`config.mk`:
```
export PLATFORM = sky130hd
export DESIGN_NAME = annexb_nal_splitter_core_flat
export DESIGN_NICKNAME = d
export VERILOG_FILES = /design/src/rtl/core/anbx_pkg.sv /design/src/rtl/core/anbx_channel_if.sv /design/src/rtl/core/anbx_cmd_fifo.sv /design/src/rtl/core/anbx_front.sv /design/src/rtl/core/anbx_back.sv /design/src/rtl/core/annexb_nal_splitter_core.sv /design/src/flat_wrapper.sv
export SDC_FILE = /design/constraint.sdc
export NUM_CORES = 1
export LEC_CHECK = 0
export BUFFER_PORTS_ARGS = -buffer_cell sky130_fd_sc_hd__buf_2
export CAP_MARGIN = 20
export CORE_MARGIN = 5
export CORE_UTILIZATION = 48
export DETAILED_ROUTE_END_ITERATION = 6
export HOLD_SLACK_MARGIN = 0.06
export MAX_ROUTING_LAYER = met4
export PLACE_DENSITY = 0.72
export SKIP_CTS_REPAIR_TIMING = 1
export SLEW_MARGIN = 15
export SYNTH_ARGS = -nofsm -noshare
export SYNTH_HDL_FRONTEND = slang
export SYNTH_SLANG_ARGS = --single-unit
export TNS_END_PERCENT = 20
```
`constraint.sdc`:
```
create_clock -name clock -period 3.5 [get_ports clock]
set_input_delay 0.35 -clock clock [delete_from_list [all_inputs] [get_ports clock]]
set_output_delay 0.35 -clock clock [all_outputs]
set_load 0.05 [all_outputs]
```
`src/rtl/core/anbx_pkg.sv`:
```
// shared types and constants of the annex b start code splitter
package anbx_pkg;

   // header and window geometry
   localparam logic [2:0] HEADER_LEN   = 3'd4;
   localparam logic [1:0] WINDOW_DEPTH = 2'd3;
   localparam logic [7:0] START_BYTE   = 8'h01;
   localparam logic [7:0] ZERO_BYTE    = 8'h00;

   // command queue geometry
   localparam int QUEUE_DEPTH = 4;
   localparam int QUEUE_AW    = $clog2(QUEUE_DEPTH);
   localparam int QUEUE_CW    = $clog2(QUEUE_DEPTH + 1);

   // one command from the classifier: push zeros, push a byte, close the unit
   typedef struct packed {
      logic [2:0] zeros;
      logic       has_byte;
      logic [7:0] data;
      logic       close;
   } anbx_cmd_type;

   // micro-operation of the back end
   typedef enum logic [1:0] {
      OP_NONE,
      OP_ZERO,
      OP_BYTE,
      OP_CLOSE
   } anbx_op_type;

   // status of the back end, watched at the top level
   typedef struct packed {
      logic held_valid;
      logic unit_open;
   } anbx_back_stat_type;

endpackage

```
`src/rtl/core/anbx_channel_if.sv`:
```
// valid/ready channel interfaces for input bytes and output unit bytes
interface anbx_req_if;
   logic       valid;
   logic       ready;
   logic [7:0] data_byte;
   logic       frame_end;

   modport source (output valid, output data_byte, output frame_end, input ready);
   modport sink   (input valid, input data_byte, input frame_end, output ready);
endinterface

interface anbx_rsp_if;
   logic       valid;
   logic       ready;
   logic [7:0] nal_byte;
   logic       unit_first;
   logic       unit_last;

   modport source (output valid, output nal_byte, output unit_first, output unit_last,
                   input ready);
   modport sink   (input valid, input nal_byte, input unit_first, input unit_last,
                   output ready);
endinterface

```
`src/rtl/core/anbx_cmd_fifo.sv`:
```
// short command queue between the classifier and the unit builder
module anbx_cmd_fifo (
   input  logic                  clock,
   input  logic                  reset,
   input  logic                  push,
   input  anbx_pkg::anbx_cmd_type push_cmd,
   output logic                  full,
   input  logic                  pop,
   output logic                  pop_valid,
   output anbx_pkg::anbx_cmd_type pop_cmd
);
   import anbx_pkg::*;

   anbx_cmd_type          entry_ff [QUEUE_DEPTH];
   logic [QUEUE_AW-1:0]   wr_ptr_ff, wr_ptr_in;
   logic [QUEUE_AW-1:0]   rd_ptr_ff, rd_ptr_in;
   logic [QUEUE_CW-1:0]   count_ff, count_in;
   logic                  do_push, do_pop;

   assign full      = (count_ff == QUEUE_CW'(QUEUE_DEPTH));
   assign pop_valid = (count_ff != '0);
   assign pop_cmd   = entry_ff[rd_ptr_ff];
   assign do_push   = push && !full;
   assign do_pop    = pop && pop_valid;

   // pointer and count update
   always_comb begin
      wr_ptr_in = do_push ? QUEUE_AW'(wr_ptr_ff + 1'b1) : wr_ptr_ff;
      rd_ptr_in = do_pop  ? QUEUE_AW'(rd_ptr_ff + 1'b1) : rd_ptr_ff;
      count_in  = count_ff;
      if (do_push && !do_pop) begin
         count_in = QUEUE_CW'(count_ff + 1'b1);
      end else if (do_pop && !do_push) begin
         count_in = QUEUE_CW'(count_ff - 1'b1);
      end
   end

   always_ff @(posedge clock) begin
      if (reset) begin
         wr_ptr_ff <= '0;
         rd_ptr_ff <= '0;
         count_ff  <= '0;
      end else begin
         wr_ptr_ff <= wr_ptr_in;
         rd_ptr_ff <= rd_ptr_in;
         count_ff  <= count_in;
      end
   end

   // entry storage
   always_ff @(posedge clock) begin
      if (do_push) begin
         entry_ff[wr_ptr_ff] <= push_cmd;
      end
   end

endmodule

```
`src/rtl/core/anbx_front.sv`:
```
// classifier: header check, zero-run window, command generation per input byte
module anbx_front (
   input  logic                   clock,
   input  logic                   reset,
   anbx_req_if.sink               req_chan,
   output logic                   cmd_push,
   output anbx_pkg::anbx_cmd_type cmd_data,
   input  logic                   cmd_full
);
   import anbx_pkg::*;

   logic [1:0]   fill_ff, fill_in;
   logic [2:0]   hdr_ff, hdr_in;
   logic         rej_ff, rej_in;
   logic         accept;
   logic [7:0]   expect_byte;
   anbx_cmd_type cmd;

   assign req_chan.ready = !cmd_full;
   assign accept         = req_chan.valid && !cmd_full;

   // classify one byte into a command and the next frame state
   always_comb begin
      cmd         = '0;
      fill_in     = fill_ff;
      hdr_in      = hdr_ff;
      rej_in      = rej_ff;
      expect_byte = (hdr_ff == HEADER_LEN - 3'd1) ? START_BYTE : ZERO_BYTE;
      if (hdr_ff != HEADER_LEN) begin
         // header byte
         if (req_chan.data_byte != expect_byte) begin
            rej_in = 1'b1;
         end
         hdr_in = hdr_ff + 3'd1;
      end else if (!rej_ff) begin
         if (req_chan.data_byte == ZERO_BYTE) begin
            // zero: grow the window or shift its oldest zero out
            if (fill_ff != WINDOW_DEPTH) begin
               fill_in = fill_ff + 2'd1;
            end else begin
               cmd.zeros = 3'd1;
            end
         end else if (req_chan.data_byte == START_BYTE && fill_ff == WINDOW_DEPTH) begin
            // start code found
            fill_in   = '0;
            cmd.close = 1'b1;
         end else begin
            // ordinary byte: flush pending zeros then the byte
            cmd.zeros    = {1'b0, fill_ff};
            cmd.has_byte = 1'b1;
            cmd.data     = req_chan.data_byte;
            fill_in      = '0;
         end
      end
      // frame end flushes the window and closes the unit if the header was good
      if (req_chan.frame_end) begin
         if (!rej_in && hdr_in == HEADER_LEN) begin
            cmd.zeros = cmd.zeros + {1'b0, fill_in};
            cmd.close = 1'b1;
         end
         fill_in = '0;
         hdr_in  = '0;
         rej_in  = 1'b0;
      end
   end

   assign cmd_data = cmd;
   assign cmd_push = accept && (cmd.zeros != 3'd0 || cmd.has_byte || cmd.close);

   always_ff @(posedge clock) begin
      if (reset) begin
         fill_ff <= '0;
         hdr_ff  <= '0;
         rej_ff  <= 1'b0;
      end else if (accept) begin
         fill_ff <= fill_in;
         hdr_ff  <= hdr_in;
         rej_ff  <= rej_in;
      end
   end

endmodule

```
`src/rtl/core/anbx_back.sv`:
```
// unit builder: runs commands, holds one byte back to mark the unit end
module anbx_back (
   input  logic                         clock,
   input  logic                         reset,
   input  logic                         cmd_valid,
   input  anbx_pkg::anbx_cmd_type       cmd_data,
   output logic                         cmd_pop,
   anbx_rsp_if.source                   rsp_chan,
   output anbx_pkg::anbx_back_stat_type stat
);
   import anbx_pkg::*;

   anbx_cmd_type cur_ff, cur_in, rem;
   logic         cur_valid_ff, cur_valid_in;
   logic [7:0]   held_byte_ff, held_byte_in;
   logic         held_valid_ff, held_valid_in;
   logic         held_first_ff, held_first_in;
   logic         open_ff, open_in;
   logic         out_valid_ff, out_valid_in;
   logic [7:0]   out_byte_ff, out_byte_in;
   logic         out_first_ff, out_first_in;
   logic         out_last_ff, out_last_in;
   anbx_op_type  op;
   logic         out_free, go, rem_empty, take;

   // pick the next micro-operation of the current command
   always_comb begin
      op = OP_NONE;
      if (cur_valid_ff) begin
         priority if (cur_ff.zeros != 3'd0) begin
            op = OP_ZERO;
         end else if (cur_ff.has_byte) begin
            op = OP_BYTE;
         end else if (cur_ff.close) begin
            op = OP_CLOSE;
         end
      end
   end

   assign out_free = !out_valid_ff || rsp_chan.ready;
   assign go       = (op != OP_NONE) && (!held_valid_ff || out_free);

   // execute the micro-operation and load the next command
   always_comb begin
      rem           = cur_ff;
      held_byte_in  = held_byte_ff;
      held_valid_in = held_valid_ff;
      held_first_in = held_first_ff;
      open_in       = open_ff;
      out_valid_in  = out_valid_ff && !rsp_chan.ready;
      out_byte_in   = out_byte_ff;
      out_first_in  = out_first_ff;
      out_last_in   = out_last_ff;
      unique case (op)
         OP_ZERO:  rem.zeros    = cur_ff.zeros - 3'd1;
         OP_BYTE:  rem.has_byte = 1'b0;
         OP_CLOSE: rem.close    = 1'b0;
         default:  rem          = cur_ff;
      endcase
      if (go) begin
         // the held byte leaves when a new byte arrives or the unit closes
         if (held_valid_ff) begin
            out_valid_in = 1'b1;
            out_byte_in  = held_byte_ff;
            out_first_in = held_first_ff;
            out_last_in  = (op == OP_CLOSE);
         end
         if (op == OP_CLOSE) begin
            held_valid_in = 1'b0;
            open_in       = 1'b0;
         end else begin
            held_byte_in  = (op == OP_ZERO) ? ZERO_BYTE : cur_ff.data;
            held_first_in = !open_ff;
            held_valid_in = 1'b1;
            open_in       = 1'b1;
         end
      end
      rem_empty    = (rem.zeros == 3'd0) && !rem.has_byte && !rem.close;
      take         = (op == OP_NONE) || (go && rem_empty);
      cur_in       = go ? rem : cur_ff;
      cur_valid_in = cur_valid_ff;
      if (take) begin
         cur_in       = cmd_data;
         cur_valid_in = cmd_valid;
      end
   end

   assign cmd_pop = take && cmd_valid;

   // control state
   always_ff @(posedge clock) begin
      if (reset) begin
         cur_valid_ff  <= 1'b0;
         held_valid_ff <= 1'b0;
         open_ff       <= 1'b0;
         out_valid_ff  <= 1'b0;
      end else begin
         cur_valid_ff  <= cur_valid_in;
         held_valid_ff <= held_valid_in;
         open_ff       <= open_in;
         out_valid_ff  <= out_valid_in;
      end
   end

   // payload
   always_ff @(posedge clock) begin
      cur_ff        <= cur_in;
      held_byte_ff  <= held_byte_in;
      held_first_ff <= held_first_in;
      out_byte_ff   <= out_byte_in;
      out_first_ff  <= out_first_in;
      out_last_ff   <= out_last_in;
   end

   assign rsp_chan.valid      = out_valid_ff;
   assign rsp_chan.nal_byte   = out_byte_ff;
   assign rsp_chan.unit_first = out_first_ff;
   assign rsp_chan.unit_last  = out_last_ff;

   assign stat.held_valid = held_valid_ff;
   assign stat.unit_open  = open_ff;

endmodule

```
`src/rtl/core/annexb_nal_splitter_core.sv`:
```
// top level of the annex b start code splitter
// Usage: bytes of one access unit enter on req_chan (data_byte, frame_end on the
// last byte), one transaction per cycle when ready is high. The frame must open
// with 00 00 00 01, else the whole frame is dropped. Unit bytes leave on rsp_chan
// with unit_first/unit_last marks; four-byte start codes are removed, empty units
// skipped. Throughput: one input byte per cycle while the queue has room. The
// classifier turns each byte into a command for a 4-entry queue; the unit builder
// retires one released byte per cycle while rsp_chan takes its output, so a byte
// that releases several (a broken zero run, the frame end) is absorbed by the
// queue. A byte is held until the next byte or the unit end decides its last
// mark; once released it reaches rsp_chan through the queue, the command and the output register.
// Reset (synchronous, active high) empties the queue, the output register and
// all frame state; no clearing pass is needed.
// When the receiver stalls, the output register holds its transaction, the
// builder stops, the queue fills and req_chan.ready drops when it is full.
module annexb_nal_splitter_core (
   input  logic       clock,
   input  logic       reset,
   anbx_req_if.sink   req_chan,
   anbx_rsp_if.source rsp_chan
);
   import anbx_pkg::*;

   logic               cmd_push, cmd_full, cmd_pop, cmd_valid;
   anbx_cmd_type       push_cmd, pop_cmd;
   anbx_back_stat_type back_stat;

   anbx_front u_front (
      .clock    (clock),
      .reset    (reset),
      .req_chan (req_chan),
      .cmd_push (cmd_push),
      .cmd_data (push_cmd),
      .cmd_full (cmd_full)
   );

   anbx_cmd_fifo u_fifo (
      .clock     (clock),
      .reset     (reset),
      .push      (cmd_push),
      .push_cmd  (push_cmd),
      .full      (cmd_full),
      .pop       (cmd_pop),
      .pop_valid (cmd_valid),
      .pop_cmd   (pop_cmd)
   );

   anbx_back u_back (
      .clock     (clock),
      .reset     (reset),
      .cmd_valid (cmd_valid),
      .cmd_data  (pop_cmd),
      .cmd_pop   (cmd_pop),
      .rsp_chan  (rsp_chan),
      .stat      (back_stat)
   );

   // a held byte always belongs to an open unit
   assert property (@(posedge clock) disable iff (reset)
      back_stat.held_valid |-> back_stat.unit_open)
      else $error("held byte outside an open unit");

   // the classifier never writes a full queue
   assert property (@(posedge clock) disable iff (reset)
      cmd_push |-> !cmd_full)
      else $error("command pushed into a full queue");

   // reset empties the queue and the output register
   assert property (@(posedge clock)
      reset |=> !cmd_valid && !rsp_chan.valid && !back_stat.held_valid)
      else $error("state left after reset");

endmodule

```
`src/flat_wrapper.sv`:
```
// flat-port wrapper written by rule: the top's interface ports become plain ports
module annexb_nal_splitter_core_flat import anbx_pkg::*;
  (clock, reset, req_chan_valid, req_chan_data_byte, req_chan_frame_end, req_chan_ready, rsp_chan_valid, rsp_chan_nal_byte, rsp_chan_unit_first, rsp_chan_unit_last, rsp_chan_ready);
  anbx_req_if req_chan_i ();
  anbx_rsp_if rsp_chan_i ();
  input  logic clock;
  input  logic reset;
  input wire logic [$bits(req_chan_i.valid)-1:0] req_chan_valid;
  input wire logic [$bits(req_chan_i.data_byte)-1:0] req_chan_data_byte;
  input wire logic [$bits(req_chan_i.frame_end)-1:0] req_chan_frame_end;
  output wire logic [$bits(req_chan_i.ready)-1:0] req_chan_ready;
  output wire logic [$bits(rsp_chan_i.valid)-1:0] rsp_chan_valid;
  output wire logic [$bits(rsp_chan_i.nal_byte)-1:0] rsp_chan_nal_byte;
  output wire logic [$bits(rsp_chan_i.unit_first)-1:0] rsp_chan_unit_first;
  output wire logic [$bits(rsp_chan_i.unit_last)-1:0] rsp_chan_unit_last;
  input wire logic [$bits(rsp_chan_i.ready)-1:0] rsp_chan_ready;
  assign req_chan_i.valid = req_chan_valid;
  assign req_chan_i.data_byte = req_chan_data_byte;
  assign req_chan_i.frame_end = req_chan_frame_end;
  assign req_chan_ready = req_chan_i.ready;
  assign rsp_chan_valid = rsp_chan_i.valid;
  assign rsp_chan_nal_byte = rsp_chan_i.nal_byte;
  assign rsp_chan_unit_first = rsp_chan_i.unit_first;
  assign rsp_chan_unit_last = rsp_chan_i.unit_last;
  assign rsp_chan_i.ready = rsp_chan_ready;
  annexb_nal_splitter_core u_core (.clock(clock), .reset(reset), .req_chan(req_chan_i), .rsp_chan(rsp_chan_i));
endmodule
```
Yosys cells after proc, flatten, opt, wreduce, memory -nomap -nowiden --
Memories as Yosys holds them, arrays and structs flattened. A register that Yosys moved wholly into a read port is not among the register bits. Cells that the tools add are included.
Storage, ports and cells: word-level logic and storage cells 118, memories 1, memory bits (writable) 52, register bits after elaboration 48, input port bits 13
Memory list:
- u_core.u_fifo.entry_ff | words 4, width 13, read ports 1, clocked after Yosys merged registers in 1, write ports 1, RTL line anbx_cmd_fifo.sv:14 | anbx_cmd_type entry_ff [QUEUE_DEPTH];
Cells by class: muxes and demuxes 40, reduce and logical (&&, ||, !) cells 39, eq/ne operators 11, add/sub/neg operators 8, bitwise logic cells 1
Operators by type and width (number):
- $mux W13 | 4
- $mux W3 | 8
- $mux W2 | 11
- $mux W1 | 15
- $logic_and A1 B1 Y1 | 14
- $mux W11 | 1
- $mux W10 | 1
- $logic_not A1 Y1 | 9
- $reduce_bool A3 Y1 | 3
- $eq A8 B1 Y1 const B | 1
- $logic_not A8 Y1 | 1
- $ne A8 B1 Y1 | 1
- $add A2 B1 Y2 const B | 3
- $add A3 B1 Y3 const B | 2
- $eq A2 B2 Y1 const B | 3
- $eq A3 B3 Y1 const B | 2
- $reduce_bool A2 Y1 | 3
- $sub A3 B1 Y3 const B | 2
- $logic_or A1 B1 Y1 | 5
- $reduce_and A2 Y1 | 2
- $add A3 B2 Y3 | 1
- $eq A3 B2 Y1 const B | 1
- $logic_not A3 Y1 | 1
- $ne A3 B3 Y1 const B | 1
- other kinds (4) | 4

Depth between registers and ports, before layout --
depth in word-level cells 18, gate-level depth with buffers 14, gate-level depth less buffers 13

By module --
From an unflattened synthesis, not the netlist that was laid out.
Unflattened totals: cells, all modules 339, area, all modules 4715.8 um^2
By module, submodules not included:
- anbx_cmd_fifo | cells an instance 115, times used 1, seq. area each 1741.7 um^2, area an instance 2353.5 um^2
- anbx_back | cells an instance 140, times used 1, seq. area each 1021.0 um^2, area an instance 1687.9 um^2
- anbx_front | cells an instance 84, times used 1, seq. area each 120.1 um^2, area an instance 674.4 um^2

Least setup slack after synthesis --
No wires, ideal clock.
path kind register to register, start register u_core.u_back.cur_ff[10] in the netlist's numbering, end register u_core.u_fifo.count_ff[2], required time 3.429 ns, stages on the path, launching flop included 15, path slack 0.323 ns, arrival time 3.107 ns, buffers on the path 1, library setup time 0.071 ns, path through edfxtp_1 inv_1 ha_1 nor2b_1 o21ai_0 o211a_1 a31oi_2 clkbuf_1 or2_2 ha_1 inv_1 fa_1 xor2_1 or3_1 a21oi_1
Between the ends: cells in the longest elaborated chain, start to end 15, elaborated cells on any way between the ends 27
RTL lines:
- from (decl) | RTL line anbx_back.sv:13 | anbx_cmd_type cur_ff, cur_in, rem;
- from (signal assigned) | RTL line anbx_back.sv:107 | cur_ff <= cur_in;
- $reduce_bool A3 Y1 | RTL line anbx_back.sv:30 | priority if (cur_ff.zeros != 3'd0) begin
- $mux W2 | RTL line anbx_back.sv:30
- $mux W2 | RTL line anbx_back.sv:29 | if (cur_valid_ff) begin
- $eq A2 B1 Y1 or $eq A2 B2 Y1 (tied branches) | RTL line anbx_back.sv:54 | unique case (op)
- $mux W3 or $mux W1 (tied branches) | RTL line anbx_back.sv:54
- $logic_not A3 Y1 or $logic_not A1 Y1 (tied branches) | RTL line anbx_back.sv:78 | rem_empty = (rem.zeros == 3'd0) && !rem.has_byte && !rem.close;
- $logic_and A1 B1 Y1 (2 in a row) | RTL line anbx_back.sv:78
- $logic_and A1 B1 Y1 | RTL line anbx_back.sv:79 | take = (op == OP_NONE) || (go && rem_empty);
- $logic_or A1 B1 Y1 * | RTL line anbx_back.sv:79
- $logic_and A1 B1 Y1 * | RTL line anbx_back.sv:88 | assign cmd_pop = take && cmd_valid;
- $logic_and A1 B1 Y1 * | RTL line anbx_cmd_fifo.sv:24 | assign do_pop = pop && pop_valid;
- $logic_not A1 Y1 | RTL line anbx_cmd_fifo.sv:31 | if (do_push && !do_pop) begin
- $logic_and A1 B1 Y1 | RTL line anbx_cmd_fifo.sv:31
- $mux W3 or $reduce_bool A2 Y1 (tied branches)
- to (signal assigned) | RTL line anbx_cmd_fifo.sv:46 | count_ff <= count_in;
- to (decl) | RTL line anbx_cmd_fifo.sv:17 | logic [QUEUE_CW-1:0] count_ff, count_in;
Every way passes the cells marked *; elsewhere a longest branch is shown, timed or not. A chain may end at the register's enable or synchronous reset.

Worst setup path in the final report --
start register u_core.u_front.hdr_ff[0], end register u_core.u_fifo.count_ff[2]
Between the ends: cells in the longest elaborated chain, start to end 17, elaborated cells on any way between the ends 28
RTL lines:
- from (decl) | RTL line anbx_front.sv:13 | logic [2:0] hdr_ff, hdr_in;
- from (signal assigned) | RTL line anbx_front.sv:77 | hdr_ff <= hdr_in;
- $eq A3 B2 Y1 | RTL line anbx_front.sv:28 | expect_byte = (hdr_ff == HEADER_LEN - 3'd1) ? START_BYTE : ZERO_BYTE;
- $mux W1 | RTL line anbx_front.sv:28
- $ne A8 B1 Y1 | RTL line anbx_front.sv:31 | if (req_chan.data_byte != expect_byte) begin
- $mux W1 | RTL line anbx_front.sv:31
- $mux W1 | RTL line anbx_front.sv:29 | if (hdr_ff != HEADER_LEN) begin
- $logic_not A1 Y1 | RTL line anbx_front.sv:57 | if (!rej_in && hdr_in == HEADER_LEN) begin
- $logic_and A1 B1 Y1 | RTL line anbx_front.sv:57
- $mux W3 | RTL line anbx_front.sv:57
- [... 2 more ...]
- $logic_or A1 B1 Y1 | RTL line anbx_front.sv:68 | assign cmd_push = accept && (cmd.zeros != 3'd0 || cmd.has_byte || cmd.close);
- $logic_or A1 B1 Y1 * | RTL line anbx_front.sv:68
- $logic_and A1 B1 Y1 * | RTL line anbx_front.sv:68
- $logic_and A1 B1 Y1 * | RTL line anbx_cmd_fifo.sv:23 | assign do_push = push && !full;
- named net u_core.u_fifo.do_push | RTL line anbx_cmd_fifo.sv:18 | logic do_push, do_pop;
- $logic_not A1 Y1 | RTL line anbx_cmd_fifo.sv:33 | end else if (do_pop && !do_push) begin
- $logic_and A1 B1 Y1 | RTL line anbx_cmd_fifo.sv:33
- $reduce_bool A2 Y1 (no line)
The timed path passes the listed nets; every way through them passes the cells marked *.

==> run metrics <==
GPL Wtd Cong=0.873; Root Driver=clkbuf_8; outcome=complete, no violations; Final Max Tran Viols=0; number of buffers inserted by port buffering=24; Mean Syn Cell Area=14.9 sq um; final setup TNS=0 ns; CP top delay family=simple AND/OR/NAND/NOR gates; initial antenna violation count=0; H-tree depth=3; total power draw=3.00 mW; drt initial violations=89; worst IR drop on VDD=206 uV; CP max FO=10; Slowest Stage Delay on Critical Path=0.53 ns; asr flop ratio synth=0; Peak Freq=313 MHz; Worst-Margin Slew=0.908 ns; Final Skew=0.00765 ns; Slew headroom=0.394; Worst-Skew Late Latency=0.36 ns; via count=2382; Max Root-Sink Buffers=2; Remaining DRCs=0; CTS buffer count=9; Final setup viols=0; Antenna Nets Post-Route=0; final cycle utilization of the critical path=0.913; largest net degree at the start of global routing=19; ys flop type=edfxtp_1; critical path endpoint category=flip-flop; Worst Hold Class=in2reg; Design Area, Final=0.00479 sq mm; # nets final=350; core area=0.00881 sq mm; Die Span Y=105 microns; area grow syn2layout=9.59%; Hold WS=0.299 ns; antenna cell count=0; CP Class=reg2reg; CTS Sinks=102; Chip Width=105 microns; count of cell types in the netlist=51; Final Core Density=0.544; all-layer global routing usage=0.136; total gr overflow=0; average wire per standard cell=15.6 microns; CP startpoint kind=flip-flop; Mapped Nets=320; sequential area share after synthesis=0.660; RSZ-0062 raised after global routing=no; via/cell ratio=5.45; cells along the critical path=inv_1 -> ha_1 -> nand2_1 -> nor2_1 -> o221ai_2 -> o22a_4 -> inv_1 -> ha_1 -> inv_1 -> fa_1 -> xor2_1 -> or3_1 -> a21oi_1; minimum clock period=3.19 ns; drt total wl=6840 microns; most frequent cell on the critical path=inv_1; placed cell areas=0.00461 sq mm; worst path buffer plus inverter count=3; Warnings, synthesis=0; IO Count=25; Max Cap Viol=0; Leak=1.67 nW; DP Wirelength=4800 microns; vias in the first global route=2421; CTS tree=done; die area=0.0111 sq mm; Slowest-stage cell, CP=nor2_1; global-route wire length before repair=11600 microns; Clock Pin Slew Worst Setup and Hold Paths=0.09 ns; Worst Path Arrival=3.49 ns; post-synthesis register bit count=102; FP Rows=34; Post-Syn Area=0.00437 sq mm; Critical Path RT=3.79 ns; # fillers=696; Starting Density=0.496; Cell Pwr Density=627 mW/mm^2; post-synthesis instance total=294; Hold Violations, Final=0; fraction of layout cells with a size suffix above 1=0.219; router iterations before antenna repair=6; EDFF count, synth=84
-- metal layers --
layer / GRT usage / routed length, microns
met5: - / 0
met4: 0.0506 / 103
met3: 0.0342 / 246
met2: 0.225 / 3490
met1: 0.162 / 2990
-- Yosys cell counts (all sizes together) (3+ instances only) --
cell type  number  area [sq um]
edfxtp         84          2520
dfxtp          18           360
and2           17           109
inv            16          60.1
nor2           15          58.8
nor2b          15          93.8
a21oi          14          73.8
mux4           13           293
nand2          12          45.0
ha             11           138
o21ai          10          50.0
clkbuf          5          18.8
or3             5          31.3
buf             4          26.3
nand3           4          20.0
xor2            4          35.0
a31oi           3          25.0
mux2            3          33.8
nand2b          3          18.8
nor3            3          15.0
nor3b           3          27.5
or2             3          18.8
xnor2           3          26.3
-- final cells by class --
class | instances | area, sq um | area share
clock inverter | 7 | 55.1 | 0.0115
tap | 108 | 135 | 0.0282
timing repair buffer | 28 | 150 | 0.0314
clock buffer | 9 | 124 | 0.0259
inverter | 16 | 60.1 | 0.0125
sequential | 102 | 2880 | 0.602
multi-input combinational | 167 | 1380 | 0.288
-- where the power goes --
group	switching [mW]	internal, mW
combinational	0.367	0.290
sequential	0.130	1.54
clock	0.404	0.267
-- state kept, by name, summed over array words and instances (netlist names), named ones only --
signal and cells:
u_core.u_back.cur_ff 13, u_core.u_back.cur_valid_ff 1, u_core.u_back.held_byte_ff 8, u_core.u_back.held_first_ff 1, u_core.u_back.open_ff 1, u_core.u_back.rsp_chan.nal_byte 8, u_core.u_back.rsp_chan.unit_first 1, u_core.u_back.rsp_chan.unit_last 1
u_core.u_back.rsp_chan.valid 1, u_core.u_fifo.count_ff 3, u_core.u_fifo.entry_ff 52, u_core.u_fifo.rd_ptr_ff 2, u_core.u_fifo.wr_ptr_ff 2, u_core.u_front.fill_ff 2, u_core.u_front.hdr_ff 3, u_core.u_front.rej_ff 1
-- worst reg2reg max path, stage by stage (launching register included) --
cell and delay, ns:
dfxtp_1 0.35, inv_1 0.11, ha_1 0.18, nand2_1 0.14
nor2_1 0.53, o221ai_2 0.28, o22a_4 0.30, inv_1 0.07
ha_1 0.17, inv_1 0.06, fa_1 0.37, xor2_1 0.16
or3_1 0.30, a21oi_1 0.14
-- worst paths after layout --
| check | from | endpoint | cells after the start | slack (ns) |
|---|---|---|---|---|
| setup / recovery | u_core.u_front.hdr_ff[0] | u_core.u_fifo.count_ff[2] | 13 | 0.31 |
| hold / removal | rsp_chan_ready | u_core.u_back.rsp_chan.valid | 4 | 0.30 |
| setup reg to reg | u_core.u_front.hdr_ff[0] | u_core.u_fifo.count_ff[2] | 13 | 0.31 |
| hold reg to reg | u_core.u_back.held_byte_ff[1] | u_core.u_back.rsp_chan.nal_byte[1] | 0 | 0.43 |
-- per-stage QoR --
step	std cells	setup slack, ns
after floorplan	294	0.323
after global placement	421	0.398
after detailed placement	421	0.301
after CTS	437	0.323
after global routing	437	0.0107
final	437	0.306
-- kinds of logic (layout without fill, tap and decap cells) --
family          count (synthesis)  in the layout  share of synthesized area
flops                         102            102                      0.660
simple gates                   88             88                      0.116
compound gates                 41             41                     0.0664
buf+inv                        25             60                     0.0241
mux                            18             18                     0.0793
fa+ha+maj                      13             13                     0.0407
xor+xnor                        7              7                     0.0140
-- placed cells by master (no fill, tap or decap), drive strengths merged, types with 3 or more instances in the layout --
cell | Yosys | final
nand2 | 12 | 12
nor2 | 15 | 15
nor3b | 3 | 3
nand2b | 3 | 3
and2 | 17 | 17
xor2 | 4 | 4
buf | 4 | 28
or2 | 3 | 3
a31oi | 3 | 3
a21oi | 14 | 14
mux4 | 13 | 13
dfxtp | 18 | 18
nor3 | 3 | 3
edfxtp | 84 | 84
clkinv | 0 | 3
mux2 | 3 | 3
or3 | 5 | 5
clkbuf | 5 | 9
nand3 | 4 | 4
nor2b | 15 | 15
inv | 16 | 19
xnor2 | 3 | 3
ha | 11 | 11
o21ai | 10 | 10
No activity file was read; power rests on OpenSTA's default activity.
